--- src/rtl/bmcv_pkg.sv ---
package bmcv_pkg;
    localparam int BLOCKS_ACROSS = 32;
    localparam int BLOCKS_DOWN   = 24;
    localparam int LINE_PITCH    = 256;
    localparam int FRAME_WORDS   = LINE_PITCH * BLOCKS_DOWN * 8;
    localparam int ADDR_W        = $clog2(FRAME_WORDS);
    localparam int SUM_W         = ADDR_W + 2;
    localparam int POS_W         = 9;
    localparam int BLK_W         = 6;
    localparam int QUEUE_DEPTH   = 4;
    localparam int QPTR_W        = $clog2(QUEUE_DEPTH);
    localparam logic [15:0] KEY_MARK = 16'h8080;
    localparam logic [5:0]  LAST_PIXEL = 6'd63;

    // One command from the classifier to the copy engine
    typedef struct packed {
        logic        is_key;
        logic [15:0] word;
        logic [5:0]  key_idx;
    } bmcv_cmd_t;
endpackage

--- src/rtl/bmcv_front.sv ---
module bmcv_front (
    input  logic               aclk,
    input  logic               aresetn,
    input  logic               s_tvalid,
    output logic               s_tready,
    input  logic [15:0]        s_tdata,   // [15:0] stream_word
    input  logic               clear_busy,
    input  logic               q_full,
    output logic               q_push,
    output bmcv_pkg::bmcv_cmd_t q_cmd
);
    import bmcv_pkg::*;

    logic       in_key_reg, in_key_next;
    logic [5:0] idx_reg, idx_next;
    logic       fire;

    assign s_tready = !clear_busy && !q_full;
    assign fire     = s_tvalid && s_tready;

    always_comb begin
        in_key_next   = in_key_reg;
        idx_next      = idx_reg;
        q_push        = 1'b0;
        q_cmd.is_key  = in_key_reg;
        q_cmd.word    = s_tdata;
        q_cmd.key_idx = idx_reg;
        if (fire) begin
            if (in_key_reg) begin
                q_push   = 1'b1;
                idx_next = idx_reg + 6'd1;
                if (idx_reg == LAST_PIXEL) begin
                    in_key_next = 1'b0;
                end
            end else if (s_tdata == KEY_MARK) begin
                in_key_next = 1'b1;
                idx_next    = '0;
            end else begin
                q_push = 1'b1;
            end
        end
    end

    always_ff @(posedge aclk) begin
        if (!aresetn) begin
            in_key_reg <= 1'b0;
            idx_reg    <= '0;
        end else begin
            in_key_reg <= in_key_next;
            idx_reg    <= idx_next;
        end
    end
endmodule

--- config.mk ---
export PLATFORM = sky130hd
export DESIGN_NAME = bmcv_front
export DESIGN_NICKNAME = d
export VERILOG_FILES = /design/src/rtl/bmcv_pkg.sv /design/src/rtl/bmcv_front.sv
export SDC_FILE = /design/constraint.sdc
export NUM_CORES = 1
export LEC_CHECK = 0
export ABC_AREA = 1
export BUFFER_PORTS_ARGS = -buffer_cell sky130_fd_sc_hd__buf_2
export CAP_MARGIN = 40
export CORE_MARGIN = 4
export CORE_UTILIZATION = 35
export DETAILED_ROUTE_END_ITERATION = 12
export HOLD_SLACK_MARGIN = 0.12
export PLACE_DENSITY = 0.74
export SETUP_SLACK_MARGIN = 0.3
export SYNTH_ARGS = -nofsm -noshare
export SYNTH_HDL_FRONTEND = slang
export SYNTH_SLANG_ARGS = --single-unit
--- constraint.sdc ---
create_clock -name aclk -period 1 [get_ports aclk]
set_input_delay 0.15 -clock aclk [delete_from_list [all_inputs] [get_ports aclk]]
set_output_delay 0.15 -clock aclk [all_outputs]
set_load 0.01 [all_outputs]
Yosys cells after proc, flatten, opt, wreduce, memory -nomap -nowiden
Cells that the tools add are included.
W data, S select, Z words.
Word-level totals
  register bits: 7
  input bits: 21
  output and inout bits: 25
Operators by class
  add/sub/neg operators: 1
  equal/unequal tests: 2
  muxes and demuxes: 8
  reductions and logical operators: 6
Operators with widths (number)
  $eq A16 B16 Y1 const B: 1
  $mux W6: 2
  $add A6 B1 Y6 const B: 1
  $eq A6 B6 Y1 const B: 1
  $mux W1: 6
  $logic_and A1 B1 Y1: 2
  $logic_not A1 Y1: 2
  $reduce_and A2 Y1: 1
  $reduce_bool A2 Y1: 1

Longest topological paths before layout
  depth in word-level cells: 4
  mapped depth: 9
  depth with buffers taken out: 9

Worst setup path after synthesis
No wires, ideal clock.
  kind: flip-flop to flip-flop
  from: register idx_reg[0]
  to: register idx_reg[4]
  arrival: 1.092 ns
  required time: 0.930 ns
  slack: -0.162 ns
  cell stages (with the launch flop): 8
  path buffers: 0
  cell sequence: dfxtp_1 > ha_1 > nand2_1 > o21bai_1 > nand2_1 > nor2_1 > nand3_1 > a21oi_1
On the way
  cells in the longest elaborated chain, start to end: 2
RTL lines
  start: declaration: line bmcv_front.sv:15  | logic [5:0] idx_reg, idx_next;
  start signal: assignment: line bmcv_front.sv:50  | idx_reg <= idx_next;
  $add A6 B1 Y6: line bmcv_front.sv:31  | idx_next = idx_reg + 6'd1;
  $mux W6: line bmcv_front.sv:29  | if (in_key_reg) begin
No other way between the ends.
A chain may end at the register's enable or synchronous reset.

Final worst setup path
Same ends and word-level chain as after synthesis.

==> reports/metrics.csv <==
stage,metric,value,unit
clock_network,cts.sinks,7,
outcome,status,"complete, but fails checks",
timing,hold_slack,0.152,ns
layout,n_antenna_cell,0,
critical_path,rrSetupSlack,-0.21,ns
placed_design,place_area,812,sq um
timing,finalHoldViolations,0,
timing,slew_headroom,0.873,
layout,drive_gt1_frac,0.630,
synthesis,ys_ff_latch,7,
timing,tightest_slew,0.191,ns
drt,drtAntennaViolNets,0,
grt,use_met1,0.150,
synthesis,yosys_warnings,0,
drt,num_vias,748,
floorplan,die_x,50.1,um
clock_network,cts_htree_levels,1,
pwr,power.total,0.673,mW
synthesis,synthFlopType,dfxtp_1,
synthesis,yosysMostFrequentCell,buf_4,
timing,fmax,824,MHz
layout,nets,158,
clock_network,cts-root-buf,clkbuf_4,
grt,grt_pass1_wl,2.70,mm
floorplan,initial_core_util,0.389,
critical_path,crit_path_end_kind,register,
clock_network,path_clk_slew,0.06,ns
hold_path,min_path_type,input port to register,
drt,first_pass_iters,4,
timing,final.setup.worst_slack,-0.214,ns
critical_path,criticalPathCategory,register to register,
timing,rsz0062_at_grt,true,
synthesis,syn-instance-count,93,
floorplan,die_y,50.1,um
critical_path,cp.required,1.19,ns
grt,grt_overflow,0,
synthesis,netlist_area,621,sq um
synthesis,yosysTopAreaCellShare,0.226,
drt,wl,1.80,mm
critical_path,crit_path_start_kind,register,
hold_path,min_to,in_key_reg,
synthesis,netlist.top_cell.by_area,dfxtp_1,
drt,drtIter0Drc,28,
hold_path,hold_depth,3,
clock_network,numCtsBuffers,3,
synthesis,seq_area_frac_synth,0.226,
pwr,p_per_area,696,mW/mm^2
critical_path,timing.rr.start,idx_reg[0],
critical_path,rr_endpoint,idx_reg[4],
floorplan,rows,14,
synthesis,async_flop_share,0,
clock_network,ctsHoldBuffers,0,
timing,final.min_clock_period,1.21,ns
timing,maxSlewViolCount,0,
synthesis,yosys-top-cells-count,"buf_4 (17), nor2_1 (14), nand2_1 (13), nand3_1 (10)",
drt,via_per_inst,4.70,
drt,drc_errors,0,
grt,grt_max_degree,8,
critical_path,crit_fanout,3,
hold_path,hold_start,aresetn,
layout,final_core_util,0.607,
critical_path,crit_arrival,1.40,ns
placed_design,gp_congestion,0.838,
synthesis,synth_area_per_cell,6.67,sq um
clock_network,clk_latency,0.25,ns
synthesis,syn_nets,115,
grt,antenna_found_initial,0,
grt,busiest_layer,met2,
synthesis,synth_area_leaders,"dfxtp_1 (23%), buf_4 (21%), nor2_1 (8.5%), nand3_1 (8.1%), nand2_1 (7.9%)",
grt,grtUsageTotal,0.137,
timing,final.setup_skew,0.00162,ns
timing,setup_viol,9,
run,maxCapViolCount,0,
placed_design,io_buffers,45,
outcome,violations,setup timing,
drt,wire_per_inst,11.3,um
pwr,peakVddDrop,595,uV
pwr,p_leak,0.459,nW
grt,grt_use_met3,0.0633,
layout,area_delta_synth_final,55.8,%
placed_design,dpl.hpwl,1.27,mm
grt,met2_usage,0.241,
synthesis,synth_edf_count,0,
floorplan,die_area,0.00251,sq mm
critical_path,reg2regPathDepth,8,
floorplan,core-area,0.00159,sq mm
clock_network,clockBufferDepth,2,
clock_network,cts_tree,built,
layout,fin_area,967,sq um
synthesis,ys_types,21,
grt,grt_pass1_vias,649,
floorplan,ios,46,
layout,largest_reg_flops,6,
timing,period_share,1.21,
through the flow:
step	std cells	setup slack, ns	TNS, ns
CTS	158	-0.130	-0.553
global route	159	-0.280	-1.20
floorplan	93	-0.0406	-0.0406
finish	159	-0.214	-0.660
detailed placement	147	-0.121	-0.355
global placement	147	-0.0845	-0.220
worst max-delay path, stage by stage (launching register included):
cell and delay (ns):
dfxtp_4 0.35, ha_4 0.16, nand2_2 0.07, inv_2 0.05, nand3_2 0.07, nand2_1 0.06, nor2_1 0.11, nand3_1 0.12
a21oi_2 0.14
worst max path at each step:
stage / startpoint / to / cells past startpoint
3_5_place_dp: idx_reg[1] / idx_reg[4] / 8
4_1_cts: idx_reg[0] / idx_reg[4] / 8
2_1_floorplan: idx_reg[1] / idx_reg[4] / 7
3_3_place_gp: s_tdata[3] / idx_reg[5] / 9
5_1_grt: idx_reg[1] / idx_reg[4] / 7
6_report: idx_reg[0] / idx_reg[4] / 8
cell usage in the layout, fill, tap and decap left out, drive strengths merged:
master and count:
buf 55, o21ai 3, o21bai 1, nand2 15, clkbuf 4, nand3 12, a21oi 6, a31oi 2
inv 8, nor3 1, ha 1, dfxtp 7, nand4 1, clkinv 1, nor2 18
power by group:
group          internal (mW)  switching, mW  total [mW]  leakage (nW)
combinational         0.0631         0.0737       0.137         0.383
sequential             0.268    0.000000483       0.268        0.0606
clock                  0.153          0.115       0.268        0.0150
total                  0.484          0.189       0.673         0.459
repair_timing:
action | in CTS | in global routing
setup endpoints to repair | 15 | 15
buffers inserted | 7 | 1
pin swaps | 9 | 10
gates cloned | 0 | 0
resized for setup | 14 | 4
cell families after synthesis:
family / Yosys count / share of synthesized area
adder cells (fa/ha/maj): 1 / 0.0202
buffers and inverters: 26 / 0.262
flip-flops: 7 / 0.226
AND/OR/NAND/NOR: 47 / 0.387
AO/OA/AOI/OAI: 12 / 0.105
layer usage:
layer | wire length [um] | share of wire | vias up
met5 | 0 | 0 | -
met3 | 200 | 0.11 | 4
met2 | 934 | 0.52 | 50
li1 | - | - | 372
met4 | 14 | 0.0078 | 0
met1 | 646 | 0.36 | 322
cell type report:
class,count,area [sq um]
flip-flops and latches,7,158
inverters,9,40.0
repair buffers,55,339
multi-input cells,60,374
clock buffers,4,26.3
fillers,142,627
well taps,24,30.0
(Power assumes the default switching activity.)
