<file path="config.mk">
export PLATFORM = sky130hd
export DESIGN_NAME = bmcv_queue
export DESIGN_NICKNAME = d
export VERILOG_FILES = /design/src/rtl/bmcv_pkg.sv /design/src/rtl/bmcv_queue.sv
export SDC_FILE = /design/constraint.sdc
export NUM_CORES = 1
export LEC_CHECK = 0
export BUFFER_PORTS_ARGS = -buffer_cell sky130_fd_sc_hd__buf_2
export CAP_MARGIN = 10
export CORE_AREA = 5 5 85 87
export DETAILED_ROUTE_END_ITERATION = 10
export DIE_AREA = 0 0 90 92
export PLACE_DENSITY = 0.9
export SETUP_SLACK_MARGIN = 0.05
export SKIP_LAST_GASP = 1
export SLEW_MARGIN = 40
export SYNTH_ARGS = -nofsm -noshare
export SYNTH_HDL_FRONTEND = slang
export SYNTH_SLANG_ARGS = --single-unit
</file>
<file path="constraint.sdc">
create_clock -name aclk -period 3.36 [get_ports aclk]
set_input_delay 0.168 -clock aclk [delete_from_list [all_inputs] [get_ports aclk]]
set_output_delay 0.168 -clock aclk [all_outputs]
set_load 0.005 [all_outputs]
</file>
<file path="src/rtl/bmcv_pkg.sv">
package bmcv_pkg;
    localparam int BLOCKS_ACROSS = 32;
    localparam int BLOCKS_DOWN   = 24;
    localparam int LINE_PITCH    = 256;
    localparam int FRAME_WORDS   = LINE_PITCH * BLOCKS_DOWN * 8;
    localparam int ADDR_W        = $clog2(FRAME_WORDS);
    localparam int SUM_W         = ADDR_W + 2;
    localparam int POS_W         = 9;
    localparam int BLK_W         = 6;
    localparam int QUEUE_DEPTH   = 4;
    localparam int QPTR_W        = $clog2(QUEUE_DEPTH);
    localparam logic [15:0] KEY_MARK = 16'h8080;
    localparam logic [5:0]  LAST_PIXEL = 6'd63;

    // One command from the classifier to the copy engine
    typedef struct packed {
        logic        is_key;
        logic [15:0] word;
        logic [5:0]  key_idx;
    } bmcv_cmd_t;
endpackage

</file>
<file path="src/rtl/bmcv_queue.sv">
module bmcv_queue (
    input  logic                aclk,
    input  logic                aresetn,
    input  logic                push,
    input  bmcv_pkg::bmcv_cmd_t push_cmd,
    output logic                full,
    input  logic                pop,
    output logic                not_empty,
    output bmcv_pkg::bmcv_cmd_t head_cmd
);
    import bmcv_pkg::*;

    bmcv_cmd_t           slot_reg [QUEUE_DEPTH];
    logic [QPTR_W-1:0]   wr_ptr_reg, rd_ptr_reg;
    logic [QPTR_W:0]     count_reg, count_next;

    assign full      = (count_reg == (QPTR_W+1)'(QUEUE_DEPTH));
    assign not_empty = (count_reg != '0);
    assign head_cmd  = slot_reg[rd_ptr_reg];

    always_comb begin
        count_next = count_reg;
        if (push && !pop) begin
            count_next = count_reg + 1'b1;
        end else if (pop && !push) begin
            count_next = count_reg - 1'b1;
        end
    end

    always_ff @(posedge aclk) begin
        if (push) begin
            slot_reg[wr_ptr_reg] <= push_cmd;
        end
    end

    always_ff @(posedge aclk) begin
        if (!aresetn) begin
            wr_ptr_reg <= '0;
            rd_ptr_reg <= '0;
            count_reg  <= '0;
        end else begin
            if (push) wr_ptr_reg <= wr_ptr_reg + 1'b1;
            if (pop)  rd_ptr_reg <= rd_ptr_reg + 1'b1;
            count_reg <= count_next;
        end
    end
endmodule

</file>
Word-level counts from Yosys, hierarchy flattened
Memories as Yosys holds them, arrays and structs flattened. A register that Yosys moved wholly into a read port is not among the register bits.
Cells that the tools add are included.
W data, S select, Z words.
{"block": "totals", "out_inout_bits": 25, "ram_bits": 92, "regBits": 7, "input_bits": 27, "memories": 1}
{"block": "op_classes", "n_eq_ne": 1, "reduce_logical": 6, "n_addsub": 4, "n_mux": 6}
{"name": "slot_reg", "words": 4, "width": 23, "rd": 1, "rd_clocked_by_memory_dff": 1, "write_ports": 1, "line": "bmcv_queue.sv:13", "rtl": "bmcv_cmd_t slot_reg [QUEUE_DEPTH];"}
{"operator": "$mux W3", "n": 2}
{"operator": "$add A2 B1 Y2 const B", "n": 2}
{"operator": "$mux W2", "n": 2}
{"operator": "$add A3 B1 Y3 const B", "n": 1}
{"operator": "$eq A3 B3 Y1 const B", "n": 1}
{"operator": "$reduce_bool A3 Y1", "n": 1}
{"operator": "$sub A3 B1 Y3 const B", "n": 1}
{"operator": "$logic_and A1 B1 Y1", "n": 2}
{"operator": "$logic_not A1 Y1", "n": 2}
{"operator": "$mux W1", "n": 2}
{"operator": "$reduce_bool A2 Y1", "n": 1}

Depth between registers and ports, before layout
Gate-level depths: netlist (run 1).
{"block": "depth", "depth_word": 4, "mapped_depth": 7}

Worst setup path before layout (run 1)
OpenSTA, ideal clock, no wires.
{"block": "synth_timing", "path_kind": "reg-to-reg", "startpoint": "register wr_ptr_reg[0]", "endpoint": "memory slot_reg[2][0] in the netlist's numbering (enable)", "stages_incl_launch_ff": 4, "arrival_ns": 1.129, "synth_period_minus_slack_ns": 1.510, "required_ns": 2.978, "setup_ns": 0.382, "slack_ns": 1.850, "cell_sequence": "dfxtp_1 > inv_1 > ha_1 > and2_1"}
{"item": "start, declared", "line": "bmcv_queue.sv:14", "rtl": "logic [QPTR_W-1:0] wr_ptr_reg, rd_ptr_reg;"}
{"item": "start signal, assigned", "line": "bmcv_queue.sv:42", "rtl": "if (push) wr_ptr_reg <= wr_ptr_reg + 1'b1;"}
{"item": "end, declared", "line": "bmcv_queue.sv:13"}
Straight into the memory's write port.

==> results of run 1 <==
==> synthesized netlist by cell type <==
cell / instances / area (sq um)
nand2_1: 1 / 3.75
dfxtp_1: 9 / 180
ha_1: 5 / 62.6
edfxtp_1: 92 / 2760
or3_1: 2 / 12.5
buf_6: 1 / 11.3
xnor2_1: 2 / 17.5
a21boi_0: 1 / 7.51
mux2i_1: 2 / 20.0
xor2_1: 3 / 26.3
nor2b_1: 2 / 12.5
buf_2: 2 / 10.0
o21ai_0: 1 / 5.00
buf_12: 2 / 40.0
fa_1: 1 / 20.0
mux4_2: 20 / 450
and2_1: 9 / 56.3
inv_1: 4 / 15.0
nor3b_1: 1 / 7.51
mux4_1: 3 / 78.8
==> kinds of logic (layout without fill, tap and decap cells) <==
| family | Yosys count | count (layout) | share of synthesized area, % |
|---|---|---|---|
| adder cells (fa/ha/maj) | 6 | 6 | 2.17 |
| buffers and inverters | 9 | 74 | 2.01 |
| AND/OR/NAND/NOR | 15 | 15 | 2.44 |
| flip-flops | 101 | 101 | 77.4 |
| multiplexers | 25 | 25 | 14.5 |
| AO/OA/AOI/OAI | 2 | 2 | 0.329 |
| XOR/XNOR | 5 | 5 | 1.15 |
==> worst max path at each step <==
| stage | from | end | slack [ps] | depth (start not counted) |
|---|---|---|---|---|
| 3_5_place_dp | flip-flop | head_cmd[18] | 1520 | 2 |
| 5_1_grt | flip-flop | head_cmd[18] | 1330 | 2 |
| 3_3_place_gp | wr_ptr_reg[0] | slot_reg[2][9] | 1540 | 3 |
| 4_1_cts | flip-flop | head_cmd[18] | 1120 | 2 |
| 2_1_floorplan | wr_ptr_reg[0] | slot_reg[2][0] | 1850 | 3 |
| 6_report | flip-flop | head_cmd[18] | 1440 | 2 |
==> routing by layer <==
layer	vias up	share of wire, %	GRT usage (%)
met4	0	1.1	5.96
li1	783	-	-
met1	873	40	17.3
met5	-	0	0
met3	5	4.1	3.36
met2	39	55	26.8
==> metrics by stage <==
step	instance area (sq um)	worst slack, ps
6_report	4320	1440
5_1_grt	4320	1330
3_3_place_gp	4110	1540
2_1_floorplan	3800	1850
4_1_cts	4310	1120
3_5_place_dp	4120	1520
==> area by class of cell <==
type / instances / area [sq um]
Sequential cell: 101 / 2950
Fill cell: 390 / 1960
Multi-Input combinational cell: 53 / 782
Timing Repair Buffer: 54 / 278
Clock buffer: 9 / 124
Tap cell: 77 / 96.3
Clock inverter: 7 / 73.8
Inverter: 4 / 15.0
==> power groups by stage <==
| stage | sequential (W) | clock, W | combinational (W) |
|---|---|---|---|
| finish | 0.00148 | 0.000732 | 0.000228 |
| global route | 0.00149 | 0.000815 | 0.000252 |
| CTS | 0.00149 | 0.000754 | 0.000234 |
| detailed placement | 0.00152 | 0 | 0.000233 |
| global placement | 0.00151 | 0 | 0.000227 |
| floorplan | 0.00148 | 0 | 0.000165 |
==> impl_results.md, run 1 <==
- Leading cell type in the layout, fill and taps excluded: edfxtp_1
- CP cell instances: mux4_1 -> buf_2
- Setup repair bufs after CTS: 0
- Die Y: about 90 um
- WL/cell: around 19 um
- GPL Wtd Cong: roughly 0.7
- Fin. Hold Viols: 0
- NetSw: around 0.00053 W
- Cell area power density: roughly 570 nW/um^2
- Min cycle time layout: about 1900 ps
- Initial antenna violation count: 0
- Slowest stage delay, CP: about 650 ps
- Largest net degree at the start of global routing: 24
- Chip width: ~90 um
- CP Data Required Time: roughly 3200 ps
- Max reg flops: 92
- Global Route Usage Sum: roughly 15%
- Routed WL: a little under 6 mm
- Starting Density: 60.5%
- CTS clk-pin slew, worst paths: about 90 ps
- Critical-path maximum fanout: 23
- Grt total ovfl: 0
- Worst Hold End: slot_reg[0][19]
- CTS root buf: clkbuf_8
- I/O pin cnt: 52
- Status: finished, final reports clean
- Syn. warnings: 0
- R2r worst-path depth: 4
- Fmax: approximately 520 MHz
- Leakage power: around 1.5 nW
- Placed Cells: around 290
- Hold_buf cts: 0
- Hold slack: between 30 and 40 ps
- Nets@finish: 256
- Syn Inst Count: 163
- Tcrit/Tclk final: between 50 and 60%
- Avg Cell Area, Syn: approximately 23 sq um
- Slew Viols, Final: 0
- Max H-tree Level: 3
- WP data arrival: about 1800 ps
- Ant diodes: 0
- Via-to-Cell Ratio: roughly 5.6
- Bufs and invs on worst path: 1
- Mapped Nets: around 200
- CTS tree: yes
- Post-CTS sizing: 0
- Worst-Margin Slew: ~600 ps
- Power, Total: ~0.0024 W
- Vias: 1700
- Antenna Violating Nets Remaining: 0
- Seq cells post-synth: just over 100
- Iteration-0 DRC Markers: 59
- Final Core Density: between 60 and 70%
- Maxcap violations: 0
- Crit Path Class: reg -> out
- Number of global-route vias before repair: approximately 1900
- Mapped Area: 3800 sq um
- Core Rows: 29
- Startpoint types: flip-flop
- Seq/Total Area, Yosys: between 70% and 80%
- Reg2reg end: count_reg[2]
- Hold wc startpoint: push_cmd[19]
- TritonCTS Buffers: 9
- Area Growth Syn to Fin: 13.6%
- Clock Skew: 4.82 ps
- Commonest non-fill, non-tap cells in the layout: 92 x edfxtp_1, 51 x buf_2, 20 x mux4_2
- CP delay by family, top: flip-flops
- Share of cells above drive strength 1: approximately two fifths
- Unrepaired setup endpoints after global routing: false
- Net Sw Frac: between 20% and 30%
- Max-Slew Margin vs Limit: roughly three fifths
- Peak supply drop: approximately 0.38 mV
- Worst Hold Class: in -> reg
- Clock network power share: about 30%
- Fin cells: 305
- R2R Path Start: count_reg[0]
- Critical Path End Type: primary output
- Drt drc: 0
- Worst R2R Setup Slack: roughly 1900 ps
- Clock Path Buffers: 2
- Post-synth cell types: 20
- Sequential share of power: about three fifths
- Critical-path top delay cell: dfxtp_4
- Drt first pass iters: 4
- Core area: 6280 sq um
- Hold Crit Depth: 1
- Setup Viol. Count Final: 0
- Global-route wire length before repair: roughly 9.4 mm
- Input/output buffers: a little over 50
- Combinational Power Share: a little under a tenth
- Clk_lat worst skew: around 340 ps
- DIE AREA: between 8000 and 9000 sq um
- Clock Sinks: between 100 and 150
- Setup TNS: 0 ps
- Power Internal: roughly 0.0019 W
- Dpl hpwl: 3.86 mm
Power figures use the tool's default switching activity.
==> run 2: changes to the inputs <==
--- a/config.mk
+++ b/config.mk
@@ -7,10 +7,10 @@
 export LEC_CHECK = 0
 export BUFFER_PORTS_ARGS = -buffer_cell sky130_fd_sc_hd__buf_2
 export CAP_MARGIN = 10
-export CORE_AREA = 5 5 85 87
+export CORE_AREA = 5 5 89 91
 export DETAILED_ROUTE_END_ITERATION = 10
-export DIE_AREA = 0 0 90 92
-export PLACE_DENSITY = 0.9
+export DIE_AREA = 0 0 94 96
+export PLACE_DENSITY = 0.83
 export SETUP_SLACK_MARGIN = 0.05
 export SKIP_LAST_GASP = 1
 export SLEW_MARGIN = 40
==> constraint.sdc (replaced) <==
create_clock -name aclk -period 2 [get_ports aclk]
set_input_delay 0.1 -clock aclk [delete_from_list [all_inputs] [get_ports aclk]]
set_output_delay 0.1 -clock aclk [all_outputs]
set_load 0.005 [all_outputs]
==> run 2 against run 1 <==
  * Design area increased by 6.6%
  * Critical endpoint is now head_cmd[15]
  * Flip-flop and latch count unchanged
  * Via count increased by 4.8%
==> impl_results.md, run 2 (same netlist as run 1, synthesis figures left out) <==
- DIE AREA: around 9000 sq um
- Number of global-route vias before repair: about 1900
- Min cycle time layout: approximately 1800 ps
- Iteration-0 DRC Markers: between 100 and 150
- Cell area power density: a little under 900 nW/um^2
- I/O pin cnt: 52
- Clock Skew: 8.42 ps
- Critical-path maximum fanout: 8
- Max H-tree Level: 3
- Vias: 1781
- Max-Slew Margin vs Limit: about 77%
- Crit Path Class: reg -> out
- Starting Density: approximately 54%
- Maxcap violations: 0
- Worst-Margin Slew: roughly 340 ps
- Cell Area, Placed: between 4000 and 5000 sq um
- TritonCTS Buffers: 9
- Fin cells: about 350
- Worst Hold Class: in -> reg
- Chip width: ~94 um
- Peak supply drop: between 0.4 and 0.5 mV
- Ant diodes: 0
- Worst R2R Setup Slack: slightly above 500 ps
- WP data arrival: between 1500 and 2000 ps
- Setup Viol. Count Final: 0
- Core area: between 7000 and 8000 sq um
- Unrepaired setup endpoints after global routing: false
- Global Route Usage Sum: between 10% and 20%
- CTS tree: yes
- Tcrit/Tclk final: approximately 90%
- Clk_lat worst skew: ~360 ps
- Routed WL: 6.23 mm
- Antenna Violating Nets Remaining: 0
- Input/output buffers: between 50 and 60
- Fin. Hold Viols: 0
- Initial antenna violation count: 0
- Startpoint types: flip-flop
- Placed Cells: 315
- Die Y: approximately 96 um
- Slew Viols, Final: 0
- CTS clk-pin slew, worst paths: about 90 ps
- Nets@finish: 283
- Drt first pass iters: 4
- Drt drc: 0
- Share of cells above drive strength 1: a little under two fifths
- Max reg flops: 92
- Area Growth Syn to Fin: 21.0%
- Status: finished, final reports clean
- WL/cell: 17.6 um
- Leakage power: between 1.5 and 2 nW
- Critical Path End Type: primary output
- Clock Sinks: a little over 100
- CP Data Required Time: ~1900 ps
- Via-to-Cell Ratio: 5.03
- Setup TNS: 0 ps
- Leading cell type in the layout, fill and taps excluded: edfxtp_1
- Global-route wire length before repair: 9.98 mm
- Largest net degree at the start of global routing: 24
- Post-route cell area: about 4600 sq um
- GPL Wtd Cong: around 0.74
- Core Rows: 31
- CTS root buf: clkbuf_8
- Commonest non-fill, non-tap cells in the layout: 92 x edfxtp_1, 51 x buf_2, 23 x dlygate4sd3_1
- Fmax: about 550 MHz
- Clock Path Buffers: 2
- Grt total ovfl: 0
- Dpl hpwl: about 3.9 mm
==> run 2: cell types whose count changed in the layout (fill, tap and decap cells not counted), sizes merged <==
cell,before,now
dlygate4sd3,0,23
buf,54,58
clkinv,4,2
inv,5,7
bufinv,1,0
clkinvlp,1,2
==> run 2: critical path, stage by stage (launching register included) <==
cell and delay, ps:
dfxtp_4 450, buf_4 240, mux4_2 520, buf_2 140
==> run 2: final timing paths <==
kind	from	end	cells after the start
worst max register to register	count_reg[0]	count_reg[2]	4
worst max-delay path	flip-flop	head_cmd[15]	3
worst min-delay path	aresetn	rd_ptr_reg[0]	2
worst min register to register	count_reg[2]	count_reg[2]	2
==> run 2: stage by stage <==
step / utilization (%) / hold WS [ps] / total power [W] / setup slack, ps
after floorplan: - / 199 / 0.00277 / 490
after global placement: 59.3 / 312 / 0.00294 / 474
after detailed placement: 59.3 / 315 / 0.00296 / 413
after CTS: 65.1 / 25.5 / 0.00415 / 59.1
after global routing: 65.2 / 35.9 / 0.00430 / 94.2
final: 65.2 / 33.7 / 0.00410 / 182
==> run 2: cell type report <==
type | instances | area, sq um
Timing Repair Buffer | 81 | 551
Multi-Input combinational cell | 53 | 781
Clock inverter | 7 | 58.8
Inverter | 4 | 15.0
Clock buffer | 9 | 124
Fill cell | 495 | 2460
Sequential cell | 101 | 2950
Tap cell | 99 | 124
==> run 2: where the power goes <==
| group | leakage (nW) | total [W] | switching [W] | internal [W] |
|---|---|---|---|---|
| sequential | 0.920 | 0.00246 | 0.0000459 | 0.00242 |
| clock | 0.0873 | 0.00117 | 0.000698 | 0.000471 |
| combinational | 0.605 | 0.000470 | 0.000208 | 0.000261 |
==> run 2: layer usage <==
| layer | GRT usage [%] | share of wire, % | vias up |
|---|---|---|---|
| met5 | 0 | 0 | - |
| met4 | 6.14 | 1.4 | 0 |
| met3 | 4.30 | 5.4 | 8 |
| met2 | 26.3 | 52 | 49 |
| met1 | 18.5 | 41 | 886 |
| li1 | - | - | 838 |
==> run 2: timing repair <==
action | CTS | global route
hold endpoints to repair | 92 | 0
setup endpoints to repair | 0 | 11
resized for setup | 0 | 1
buffers inserted | 0 | 0
hold buffers | 23 | 0
